File: src/sv/wide_divider_128_core_defines.svh
// Assertion macros for the wide divider RTL, used by wdv_step.
// Each macro expects clk and arst_n in the scope where it is used.
`ifndef WIDE_DIVIDER_128_CORE_DEFINES_SVH
`define WIDE_DIVIDER_128_CORE_DEFINES_SVH
// Same-cycle implication, checked outside reset.
`define WDV_ASSERT(lbl, ante, cons, msg) \
	lbl: assert property (@(posedge clk) disable iff (!arst_n) (ante) |-> (cons)) else $error(msg);
// Next-cycle implication, checked outside reset.
`define WDV_ASSERT_NEXT(lbl, ante, cons, msg) \
	lbl: assert property (@(posedge clk) disable iff (!arst_n) (ante) |=> (cons)) else $error(msg);
`endif

File: src/sv/wdv_pkg.sv
// Package for the wide divider: word widths and the per-stage payload type.
// No dependencies.
`default_nettype none
package wdv_pkg;
	localparam int unsigned W = 128;
	localparam int unsigned H = 64;

	typedef logic [W-1:0] word_t;

	// Payload carried from stage to stage of the division pipeline.
	// nq holds the dividend bits still to shift out in its top part and the
	// quotient bits already found in its bottom part.
	typedef struct packed {
		word_t nq;
		word_t z;
		word_t d;
		logic  sa;
		logic  sb;
	} step_t;
endpackage
`default_nettype wire

File: src/sv/wdv_prep.sv
// Input stage: takes operand magnitudes and records the operand signs.
// Depends on wdv_pkg.
`default_nettype none
module wdv_prep (
	input  wire logic          clk,
	input  wire logic          arst_n,
	input  wire logic          in_valid,
	output logic               in_ready,
	input  wire wdv_pkg::word_t dividend,
	input  wire wdv_pkg::word_t divisor,
	input  wire logic          signed_mode,
	output logic               out_valid,
	input  wire logic          out_ready,
	output wdv_pkg::step_t     out_data
);
	logic           sa, sb;
	logic           valid_s1;
	wdv_pkg::step_t data_s1;

	// Signs only count in signed mode.
	assign sa = signed_mode & dividend[wdv_pkg::W-1];
	assign sb = signed_mode & divisor[wdv_pkg::W-1];

	assign in_ready  = !valid_s1 | out_ready;
	assign out_valid = valid_s1;
	assign out_data  = data_s1;

	// Valid bit of the stage register.
	always_ff @(posedge clk or negedge arst_n) begin
		if (!arst_n) begin
			valid_s1 <= 1'b0;
		end else if (in_ready) begin
			valid_s1 <= in_valid;
		end
	end

	// Negation wraps modulo 2^128, so the most negative value stays as it is.
	always_ff @(posedge clk) begin
		if (in_valid && in_ready) begin
			data_s1.nq <= sa ? (~dividend + wdv_pkg::W'(1)) : dividend;
			data_s1.d  <= sb ? (~divisor + wdv_pkg::W'(1)) : divisor;
			data_s1.z  <= '0;
			data_s1.sa <= sa;
			data_s1.sb <= sb;
		end
	end
endmodule
`default_nettype wire

File: config.mk
export PLATFORM = sky130hd
export DESIGN_NAME = wdv_prep
export DESIGN_NICKNAME = d
export VERILOG_FILES = /design/src/sv/wide_divider_128_core_defines.svh /design/src/sv/wdv_pkg.sv /design/src/sv/wdv_prep.sv
export SDC_FILE = /design/constraint.sdc
export NUM_CORES = 1
export LEC_CHECK = 0
export ABC_AREA = 1
export BUFFER_PORTS_ARGS = -buffer_cell sky130_fd_sc_hd__buf_4
export CAP_MARGIN = 20
export CORE_AREA = 2 2 249 251
export DETAILED_ROUTE_END_ITERATION = 12
export DIE_AREA = 0 0 251 253
export PLACE_DENSITY = 0.51
export SYNTH_ARGS = -nofsm -noshare
export SYNTH_HDL_FRONTEND = slang
export SYNTH_SLANG_ARGS = --single-unit
File: constraint.sdc
create_clock -name clk -period 17.7 [get_ports clk]
set_input_delay 1.77 -clock clk [delete_from_list [all_inputs] [get_ports clk]]
set_output_delay 1.77 -clock clk [all_outputs]
set_load 0.02 [all_outputs]
==> results.cfg <==
[routing]
drt_wl_total_um = 98900
drt_iter0_drc = 1666
firstDrtPassIters = 7
remaining_drc_errors = 0
wire_per_inst_um = 24.5
ant_nets = 0
num_vias = 19700
routed_via_density = 4.86

[sta]
hold_viol = 0
setup_ws_ps = 13700
post-route-period-util_pct = 22.6
final.setup.tns_ps = 0
worstMarginPinSlew_ps = 1050
fin_crit_ps = 4000
relSlewSlack_pct = 30.0
finClkSkew_ps = 14.8
clock.fmax_ghz = 0.250
finalSetupViolCount = 0
drv_slew = 0
rsz0062_at_grt = no

[floorplanning]
coreArea_um2 = 61000
die_w_um = 251
die_y_um = 253
initial_utilization_pct = 31.3
rows = 91
dieArea_um2 = 63500
io_pins = 649

[min_path]
hold_class = reg2reg

[logic_synthesis]
synth_top_area_cell = edfxtp_1
ys_seq_area_share_pct = 40.7
syn_area_um2 = 19100
synth_area_per_cell_um2 = 7.09
ys_ff_latch = 259
synthArstFlopShare_pct = 0.386
synth.area.top_cells = edfxtp_1 (41%), nand2_1 (20%), nor2_1 (11%)
yosysMostFrequentCell = nand2_1
ys_top_cells_by_count = nand2_1 (993), nor2_1 (575), edfxtp_1 (258)
synth_edf_count = 258
syn_inst = 2695
synth_ff_type = edfxtp_1
ys_types = 34
ys_warn_count = 0
synth_top_area_share_pct = 40.6

[critical_path]
cp.depth = 4
worstPathCellList = buf_4 -> inv_1 -> nand2_1 -> buf_4
worstRegToRegCells = 2
crit_path_end_kind = output pin
rrSetupSlack_ps = 15300
startpoint = out_ready
cp_max_fo = 2
cp.required_ps = 15930
cp_top_family = buffers and inverters
crit_top_cell = buf_4
slowest_delay_ps = 160
critPathArrivalTime_ps = 2230
start_kind = input port
cp-endpoint = in_ready
criticalPathCategory = in2out
reg2reg_to = out_data[129]
critPathSlowestCell = buf_4
r2r-start = out_valid
crit_buf_inv = 3

[placement]
place_congestion = 0.986
numPortBuffers = 520
dp_hpwl_um = 84800
dp_slack_ps = 13170

[cts]
post-cts-setup-buffers = 0
clockRootBuffer = clkbuf_16
numCtsBuffers = 34
clkSlewWorstSetupHoldPaths_ps = 60
cts-resized-gates = 0
cts.sinks = 259
ctsHtreeMaxLevel = 2
cts_tree = built
hold_buffers = 0
clock_path_buffers = 3
insertion_delay_ps = 560

[global_routing]
grt_max_degree = 166
grt_first_pass_wirelength_um = 136000
antenna_found_initial = 3
grt_pass1_vias = 19300
overflow = 0
grt_use_total_pct = 30.4

[layout]
nNetsFinal = 3488
final-seq-area_um2 = 7770
multi_input_area_um2 = 9970
drive_gt1_share_pct = 21.2
fillers = 6537
areaGrowthSynthToFinish_pct = 27.9

[pwr]
pwr-share-clk_pct = 35.3
swShare_pct = 33.1
ir_drop_uv = 53.2
seqPwrFrac_pct = 39.7
p_comb_share_pct = 25.0
p_int_uw = 1290
leakage_uw = 0.0104
power_density_nw_per_um2 = 79.1
p_sw_uw = 640

[job]
max_cap_violations = 0

[status]
outcome = completed
-- per-stage QoR --
stage / instances / power (uW) / hold slack [ps] / cell area (um^2) / util [%]
after global placement: 3979 / 1260 / 564 / 23400 / 38.3
after global routing: 4040 / 2010 / 658 / 24400 / 40.0
after floorplan: 2822 / 1060 / 768 / 19600 / -
final: 4041 / 1930 / 617 / 24400 / 40.1
after CTS: 4037 / 1950 / 615 / 24400 / 40.0
after detailed placement: 3979 / 1260 / 598 / 23400 / 38.3
-- worst min-delay path by stage --
stage          startpoint   endpoint  depth (start not counted)  slack, ps
2_1_floorplan   out_valid  out_valid                          2        770
3_3_place_gp    out_valid  out_valid                          2        560
3_5_place_dp    out_valid  out_valid                          2        600
4_1_cts         out_valid  out_valid                          2        620
5_1_grt         out_valid  out_valid                          2        660
6_report        out_valid  out_valid                          2        620
-- metal layers --
| layer | share of wire, % | global-route usage (%) |
|---|---|---|
| met1 | 38 | 35.3 |
| met5 | 0 | 0 |
| met4 | 5.0 | 14.2 |
| met2 | 50 | 54.4 |
| met3 | 6.8 | 5.09 |
-- cell usage in the layout, fill, tap and decap left out, types with 5 or more instances in the layout --
| cell type | Yosys | layout |
|---|---|---|
| xor2_1 | 49 | 49 |
| conb_1 | 1 | 128 |
| xnor2_1 | 72 | 72 |
| clkbuf_16 | 0 | 35 |
| clkbuf_1 | 0 | 6 |
| clkinv_1 | 0 | 5 |
| nor2_2 | 27 | 27 |
| nand4_1 | 14 | 14 |
| nor2_1 | 575 | 575 |
| nor2_4 | 36 | 36 |
| nand2_1 | 993 | 993 |
| nand2_4 | 10 | 10 |
| inv_1 | 184 | 184 |
| a21oi_1 | 6 | 5 |
| nand2_2 | 19 | 19 |
| o21ai_0 | 56 | 56 |
| nand3b_1 | 6 | 6 |
| o21ai_2 | 7 | 7 |
| buf_4 | 138 | 523 |
| edfxtp_1 | 258 | 258 |
| nand3_1 | 199 | 199 |
-- power groups by stage --
stage,clock [uW],combinational (uW),sequential [uW]
2_1_floorplan,0,217,842
3_3_place_gp,0,479,781
3_5_place_dp,0,482,779
4_1_cts,700,483,767
5_1_grt,719,517,769
6_report,683,484,767
-- cells by family after synthesis --
family / count (synthesis) / share of synthesized area, %
AO/OA/AOI/OAI: 79 / 2.37
adder cells (fa/ha/maj): 2 / 0.131
XOR/XNOR: 121 / 5.55
buffers and inverters: 345 / 9.70
AND/OR/NAND/NOR: 1888 / 41.5
flip-flops: 259 / 40.7
other: 1 / 0.0196
-- sequential cells by signal, indices dropped and copies added, names as in the netlist --
| signal | flops |
|---|---|
| out_data | 258 |
| out_valid | 1 |
-- cell type report --
cell class / instances / share of cell area [%]
multi-input combinational: 2218 / 40.8
sequential: 259 / 31.8
timing repair buffer: 524 / 16.1
tap: 790 / 4.04
clock buffer: 41 / 3.68
inverter: 188 / 2.91
clock inverter: 17 / 0.609
antenna: 4 / 0.0410
-- tightest hold or removal path, cell delays in order, from the launching register on --
cell	delay (ps)
dfrtp_1	420
nand2_1	100
nand2_1	60
(Power assumes the default switching activity.)
