`config.mk`:
```
export PLATFORM = sky130hd
export DESIGN_NAME = wdv_step
export DESIGN_NICKNAME = d
export VERILOG_FILES = /design/src/sv/wdv_pkg.sv /design/src/sv/wdv_step.sv
export VERILOG_INCLUDE_DIRS = /design/src /design/src/sv
export SDC_FILE = /design/constraint.sdc
export NUM_CORES = 1
export LEC_CHECK = 0
export BUFFER_PORTS_ARGS = -buffer_cell sky130_fd_sc_hd__buf_4
export CAP_MARGIN = 20
export CORE_AREA = 2 2 303 305
export CTS_CLUSTER_SIZE = 14
export DETAILED_ROUTE_END_ITERATION = 12
export DIE_AREA = 0 0 305 307
export RECOVER_POWER = 50
export SLEW_MARGIN = 40
export SYNTH_ARGS = -nofsm -noshare
export SYNTH_HDL_FRONTEND = slang
export SYNTH_SLANG_ARGS = --single-unit
export TNS_END_PERCENT = 30
```
`constraint.sdc`:
```
create_clock -name clk -period 17.5 [get_ports clk]
set_clock_uncertainty 0.15 [all_clocks]
set_input_delay 2.625 -clock clk [delete_from_list [all_inputs] [get_ports clk]]
set_output_delay 2.625 -clock clk [all_outputs]
set_load 0.1 [all_outputs]
```
`src/sv/wide_divider_128_core_defines.svh`:
```
// Assertion macros for the wide divider RTL, used by wdv_step.
// Each macro expects clk and arst_n in the scope where it is used.
`ifndef WIDE_DIVIDER_128_CORE_DEFINES_SVH
`define WIDE_DIVIDER_128_CORE_DEFINES_SVH
// Same-cycle implication, checked outside reset.
`define WDV_ASSERT(lbl, ante, cons, msg) \
	lbl: assert property (@(posedge clk) disable iff (!arst_n) (ante) |-> (cons)) else $error(msg);
// Next-cycle implication, checked outside reset.
`define WDV_ASSERT_NEXT(lbl, ante, cons, msg) \
	lbl: assert property (@(posedge clk) disable iff (!arst_n) (ante) |=> (cons)) else $error(msg);
`endif

```
`src/sv/wdv_pkg.sv`:
```
// Package for the wide divider: word widths and the per-stage payload type.
// No dependencies.
`default_nettype none
package wdv_pkg;
	localparam int unsigned W = 128;
	localparam int unsigned H = 64;

	typedef logic [W-1:0] word_t;

	// Payload carried from stage to stage of the division pipeline.
	// nq holds the dividend bits still to shift out in its top part and the
	// quotient bits already found in its bottom part.
	typedef struct packed {
		word_t nq;
		word_t z;
		word_t d;
		logic  sa;
		logic  sb;
	} step_t;
endpackage
`default_nettype wire

```
`src/sv/wdv_step.sv`:
```
// One restoring shift-subtract step of the division, with its stage register.
// Depends on wdv_pkg and wide_divider_128_core_defines.svh.
`default_nettype none
`include "wide_divider_128_core_defines.svh"
module wdv_step (
	input  wire logic          clk,
	input  wire logic          arst_n,
	input  wire logic          in_valid,
	output logic               in_ready,
	input  wire wdv_pkg::step_t in_data,
	output logic               out_valid,
	input  wire logic          out_ready,
	output wdv_pkg::step_t     out_data
);
	logic                 carry, take;
	wdv_pkg::word_t       zs;
	logic [wdv_pkg::W:0]  diff;
	logic                 valid_s1;
	wdv_pkg::step_t       data_s1;

	// Shift the next dividend bit into the partial remainder; the bit that
	// leaves its top forces a subtraction.
	assign carry = in_data.z[wdv_pkg::W-1];
	assign zs    = {in_data.z[wdv_pkg::W-2:0], in_data.nq[wdv_pkg::W-1]};
	assign diff  = {1'b0, zs} - {1'b0, in_data.d};
	assign take  = carry | !diff[wdv_pkg::W];

	assign in_ready  = !valid_s1 | out_ready;
	assign out_valid = valid_s1;
	assign out_data  = data_s1;

	// Valid bit of the stage register.
	always_ff @(posedge clk or negedge arst_n) begin
		if (!arst_n) begin
			valid_s1 <= 1'b0;
		end else if (in_ready) begin
			valid_s1 <= in_valid;
		end
	end

	// Restore or keep the difference and append the quotient bit.
	always_ff @(posedge clk) begin
		if (in_valid && in_ready) begin
			data_s1.z  <= take ? diff[wdv_pkg::W-1:0] : zs;
			data_s1.nq <= {in_data.nq[wdv_pkg::W-2:0], take};
			data_s1.d  <= in_data.d;
			data_s1.sa <= in_data.sa;
			data_s1.sb <= in_data.sb;
		end
	end

	`WDV_ASSERT(a_rem_below_div, valid_s1 && (data_s1.d != '0), data_s1.z < data_s1.d, "partial remainder not below divisor")
	`WDV_ASSERT_NEXT(a_hold_valid, valid_s1 && !out_ready, valid_s1, "stalled stage lost its beat")
	`WDV_ASSERT_NEXT(a_hold_data, valid_s1 && !out_ready, $stable(data_s1), "stalled stage changed its beat")
endmodule
`default_nettype wire

```
==> results.cfg, run 1 <==
[timing]
finalSetupViolCount = 0
fmax_ghz = 0.116
hold_slack_ns = 0.409
layout_min_cycle_time_ns = 8.61
finalHoldViolCount = 0
period_share = 0.492
final.setup.tns_ns = 0
slew_viol_final = 116
layout_setup_ws_ns = 8.89
worst_pin_slew_ns = 3.60
maxSlewHeadroom = -1.40
rsz0062_at_grt = no

[synth]
synth_edf_count = 386
synthFlopType = edfxtp_1
yosys.area.top_type = edfxtp_1
syn_area_per_cell_um2 = 10.9
yosys.area.top_type_share = 0.508
synthCells = 2087
yosys-top-cells-area = edfxtp_1, ha_1, a21oi_1
syn-cell-area_mm2 = 0.0228
ys_seq_area_frac = 0.509
synth.net_count = 2606
yosysWarnings = 0
ys_types = 83
synth-seq-cells = 387
async_flop_share = 0.00258

[routing]
vias = 19900
wirelength_um = 93900
drt_iter0_drc = 1494
drt-wirelength-per-cell_um = 23.0
drt_pre_antenna_iters = 5
via_per_inst = 4.87
antenna_left = 0
drc = 0

[placed_design]
dp_slack_ns = 9.11
place_congestion = 0.898
numPortBuffers = 777
place_hpwl_um = 77200

[pwr]
combinationalPowerShare = 0.349
swShare = 0.397
p_leak_uw = 0.0121
p_switching_uw = 1330
p_per_area_mw_per_mm2 = 110
power_frac_seq = 0.341
power_uw = 3340
p_clk_frac = 0.310
p_int_uw = 2010
peakVddDrop_v = 0.0000679

[cells_and_area]
area_growth_pct = 33.1
nNetsFinal = 3376
drive_gt1_frac = 0.243

[cts]
clkTransAtPathRegs_ns = 0.06
clockRootBuffer = clkbuf_16
cts_resized = 0
hold_buffers = 0
h-tree-depth = 2
cts_buffers = 48
cts.sink_count = 387
worstSkewPairLatency_ns = 0.63
cts.path.max_buffers = 3
cts_tree = yes
cts_setup_buffers = 0

[setup_path]
critPathKind = in2reg
crit_fanout = 81
cp-startpoint = out_ready
required_ns = 17.60
r2r-start = out_valid
cp_num_buf_inv = 3
crit_chain = clkbuf_4, nand2b_1, and2_0, clkbuf_1, buf_6
cp_slowest_cell = clkbuf_1
critPathTopFamily = buffers and inverters
cp_slowest_stage_delay_ns = 2.66
cp.arrival_ns = 8.71
endpoint_kind = register
startpoint_type = input pin

[floorplan]
io_pins = 778
die_area_mm2 = 0.0936
die_w_um = 305
rows = 111
initial_utilization = 0.252
core_area_mm2 = 0.0907
die_h_um = 307

[global_routing]
overflow = 0
track_usage = 0.191
grt_max_degree = 82
antenna_found_initial = 9
grt_pass1_vias = 19700
grt_pass1_wl_um = 133000

[worst_hold_path]
holdCritStartpoint = out_valid
hp-class = reg2reg

[outcome]
status = complete, but fails checks
failed_checks = max-capacitance violations, max-slew violations

[flow_run]
cap_violations = 2
-- cell usage in the layout, fill, tap and decap left out, drive strengths merged, types with 5 or more instances in the layout --
cell	n
a2111oi	5
a211o	7
a211oi	19
a21boi	6
a21o	31
a21oi	213
a221o	5
a221oi	6
a31oi	13
and2	9
and3	8
and4	5
buf	321
bufinv	5
clkbuf	523
clkinv	22
clkinvlp	7
edfxtp	386
ha	128
inv	171
mux2	98
nand2	172
nand2b	22
nand3	54
nand4	49
nor2	127
nor2b	7
nor3	48
nor4	7
o211ai	10
o21a	25
o21ai	155
o21bai	37
o31ai	16
o41ai	8
or2	13
or3	9
xnor2	71
xor2	39
-- tightest hold or removal path: cells and delay by family (launching register included) --
family | cells | cell delay [ns]
flip-flops | 1 | 0.36
AND/OR/NAND/NOR | 2 | 0.18
-- worst paths after layout --
path | cells after the start | slack [ns] | to
max | 5 | 8.89 | out_data[247]
min | 2 | 0.41 | out_valid
max reg2reg | 4 | 10.61 | out_data[247]
min reg2reg | 2 | 0.41 | out_valid
max in group asynchronous | 1 | 15.49 | out_valid
min in group asynchronous | 1 | 1.63 | out_valid
-- routing by layer --
metal  wire (um)  share of wire  GRT usage
met3        6760          0.072     0.0449
met2       46000           0.49      0.331
met5          58        0.00062          0
met4        2740          0.029     0.0584
met1       38400           0.41      0.234
-- power groups by stage --
| stage | clock network, uW | registers (uW) | logic (uW) |
|---|---|---|---|
| after detailed placement | 0 | 1160 | 1200 |
| after CTS | 1060 | 1140 | 1200 |
| after global routing | 1090 | 1150 | 1220 |
| after global placement | 0 | 1160 | 1200 |
| after floorplan | 0 | 1650 | 391 |
| final | 1030 | 1140 | 1160 |
-- registers in the layout (all words and copies together) (netlist names) --
register,cells
out_data,386
out_valid,1
-- Yosys cell counts (7+ instances only) --
cell type  count
nand2b_1      22
o21a_1        25
o211ai_1      10
nor2b_1        7
a211oi_1      16
buf_2          8
nor3_1        48
a31oi_1       13
and3_1         8
or3_1          9
mux2_4        70
nand3_1       53
or2_2         11
xor2_1        39
o21ai_0      139
o21bai_1      37
clkbuf_1      49
xnor2_1       71
and2_1         8
nand2_1      171
mux2_2        23
a211o_1        7
edfxtp_1     386
inv_1        167
nand4_1       49
o21ai_1       14
nor2_1       126
a21o_1        31
ha_1         128
a21oi_1      212
buf_12         8
o31ai_1       16
-- per-stage QoR --
step            util  area, um2  instances
2_1_floorplan      -      22800       2087
3_3_place_gp   0.329      29800       3993
3_5_place_dp   0.330      29900       3993
4_1_cts        0.347      31500       4082
5_1_grt        0.335      30400       4084
6_report       0.335      30400       4084
-- logic make-up (layout without fill, tap and decap cells) --
family | after synthesis | count (layout) | share of synthesized area
AO/OA/AOI/OAI | 580 | 580 | 0.157
AND/OR/NAND/NOR | 539 | 539 | 0.113
flip-flops | 387 | 387 | 0.509
buffers and inverters | 240 | 1049 | 0.0466
adder cells (fa/ha/maj) | 129 | 129 | 0.0710
XOR/XNOR | 110 | 110 | 0.0422
multiplexers | 102 | 102 | 0.0616
other | 0 | 2 | 0
-- area by class of cell --
class / count / area, um2
Fill cell: 9457 / 60300
Sequential cell: 387 / 11600
Multi-Input combinational cell: 1460 / 10200
Timing Repair Buffer: 792 / 4840
Tap cell: 1186 / 1480
Clock buffer: 52 / 1240
Inverter: 168 / 636
Clock inverter: 37 / 368
Antenna cell: 2 / 5.00
No activity file was read; power rests on OpenSTA's default activity.
==> run 2, diff against run 1 <==
--- a/config.mk
+++ b/config.mk
@@ -6,12 +6,13 @@
 export SDC_FILE = /design/constraint.sdc
 export NUM_CORES = 1
 export LEC_CHECK = 0
+export ABC_AREA = 1
 export BUFFER_PORTS_ARGS = -buffer_cell sky130_fd_sc_hd__buf_4
 export CAP_MARGIN = 20
-export CORE_AREA = 2 2 303 305
+export CORE_AREA = 2 2 302 304
 export CTS_CLUSTER_SIZE = 14
 export DETAILED_ROUTE_END_ITERATION = 12
-export DIE_AREA = 0 0 305 307
+export DIE_AREA = 0 0 304 306
 export RECOVER_POWER = 50
 export SLEW_MARGIN = 40
 export SYNTH_ARGS = -nofsm -noshare
==> constraint.sdc (replaced) <==
create_clock -name clk -period 8.25 [get_ports clk]
set_clock_uncertainty 0.15 [all_clocks]
set_input_delay 1.2375 -clock clk [delete_from_list [all_inputs] [get_ports clk]]
set_output_delay 1.2375 -clock clk [all_outputs]
set_load 0.1 [all_outputs]
==> results.cfg, run 2 <==
[cells_and_area]
drive_gt1_frac = 0.159
fillCellCount = 9910
layout_common_cells = nand2_1, inv_1, buf_4, edfxtp_1, nor2_1
nNetsFinal = 5438
area_growth_pct = 28.8
final_core_util = 0.407
fin_cells = 6138
largest_reg_flops = 386
layout_commonest_cell = nand2_1

[routing]
wirelength_um = 139000
drc = 0
drt-wirelength-per-cell_um = 22.7
antenna_left = 0
via_per_inst = 4.64
drt_iter0_drc = 2129
drt_pre_antenna_iters = 5
vias = 28500

[floorplan]
core_area_mm2 = 0.0896
die_w_um = 304
die_h_um = 306
die_area_mm2 = 0.0930
rows = 110
initial_utilization = 0.316
io_pins = 778

[outcome]
status = complete, but fails checks
failed_checks = max-capacitance violations, max-slew violations

[synth]
synth.net_count = 4638
syn_area_per_cell_um2 = 6.88
netlist_top_cells_count = nand2_1, inv_1, edfxtp_1, nor2_1, nand3_1
ys_seq_area_frac = 0.410
synthCells = 4119
ys_types = 39
async_flop_share = 0.00258
yosys.area.top_type_share = 0.409
synth_most_common_cell = nand2_1
yosys-top-cells-area = edfxtp_1, nand2_1, inv_1
synth-seq-cells = 387
yosysWarnings = 0
synthFlopType = edfxtp_1
syn-cell-area_mm2 = 0.0283
yosys.area.top_type = edfxtp_1
synth_edf_count = 386

[cts]
cts_tree = yes
worstSkewPairLatency_ns = 0.62
h-tree-depth = 2
clockRootBuffer = clkbuf_16
clkTransAtPathRegs_ns = 0.06
cts_setup_buffers = 0
cts.path.max_buffers = 3
cts_buffers = 49
hold_buffers = 0
cts.sink_count = 387
cts_resized = 0

[timing]
hold_slack_ns = 0.243
slew_viol_final = 211
finalSetupViolCount = 0
fmax_ghz = 0.190
final.setup.tns_ns = 0
worst_pin_slew_ns = 3.13
finalHoldViolCount = 0
maxSlewHeadroom = -1.09
rsz0062_at_grt = no
period_share = 0.637
layout_setup_ws_ns = 3.00
layout_min_cycle_time_ns = 5.25

[setup_path]
startpoint_type = input pin
rrSetupSlack_ns = 3.36
required_ns = 8.25
endpoint_kind = register
r2r-end = out_data[235]
rr_worst_depth = 2
cp.arrival_ns = 5.25
r2r-start = out_valid
critPathKind = in2reg
crit_fanout = 114

[pwr]
p_leak_uw = 0.0197
p_per_area_mw_per_mm2 = 204
peakVddDrop_v = 0.000111

[global_routing]
grt_pass1_vias = 28300
grt_pass1_wl_um = 195000
track_usage = 0.291
antenna_found_initial = 14
grt_max_degree = 158
overflow = 0

[flow_run]
cap_violations = 4

[worst_hold_path]
hp-class = in2async

[placed_design]
numPortBuffers = 777
place_hpwl_um = 120000
place_congestion = 0.997
dp_slack_ns = 3.30
dp.cells = 6042
run 2: final cells by class:
class	count	area, um2	area share
multi-input combinational	2681	12600	0.346
sequential	387	11600	0.318
timing repair buffer	789	5280	0.145
inverter	1011	3790	0.104
tap	1176	1470	0.0403
clock buffer	62	1310	0.0358
clock inverter	27	392	0.0107
antenna	5	12.5	0.000343
run 2: logic make-up (layout without fill, tap and decap cells):
family          Yosys count  after routing  synth area share
other cells               0              5                 0
buf+inv                1051           1889             0.145
simple gates           2375           2375             0.346
flops                   387            387             0.410
xor+xnor                 62             62            0.0192
compound gates          115            115            0.0226
fa+ha+maj               129            129            0.0572
run 2: per-layer routing:
metal  up-vias  track usage  part of all wire
met5         -            0           0.00077
met3       175       0.0498             0.062
li1      14100            -                 -
met1     13300        0.336              0.39
met4        16       0.0941             0.035
met2       899        0.541              0.51
run 2: power by group:
group	total, uW	internal (uW)	switching [uW]
clock	2300	1380	924
sequential	2420	2370	49.0
combinational	2710	599	2110
total	7430	4350	3090
run 2: worst max-delay path by stage:
stage / from / end / slack (ns) / depth (start not counted)
global route: out_ready / out_data[235] / 2.63 / 4
detailed placement: in_data[385] / out_data[237] / 3.30 / 20
global placement: in_data[34] / out_data[195] / 3.32 / 16
finish: out_ready / out_data[235] / 3.00 / 4
floorplan: out_ready / out_data[0] / 0.05 / 2
CTS: in_data[175] / out_data[239] / 3.91 / 15
run 2: worst max-delay path, stage by stage:
cell      delay, ns
clkbuf_4       0.10
inv_1          0.05
a21oi_1        1.34
clkbuf_2       2.22
run 2: metrics by stage:
step           power, uW  instance area, um2
2_1_floorplan       4360               28400
3_3_place_gp        5210               35400
3_5_place_dp        5220               35500
4_1_cts             7540               37200
5_1_grt             7720               36500
6_report            7430               36500
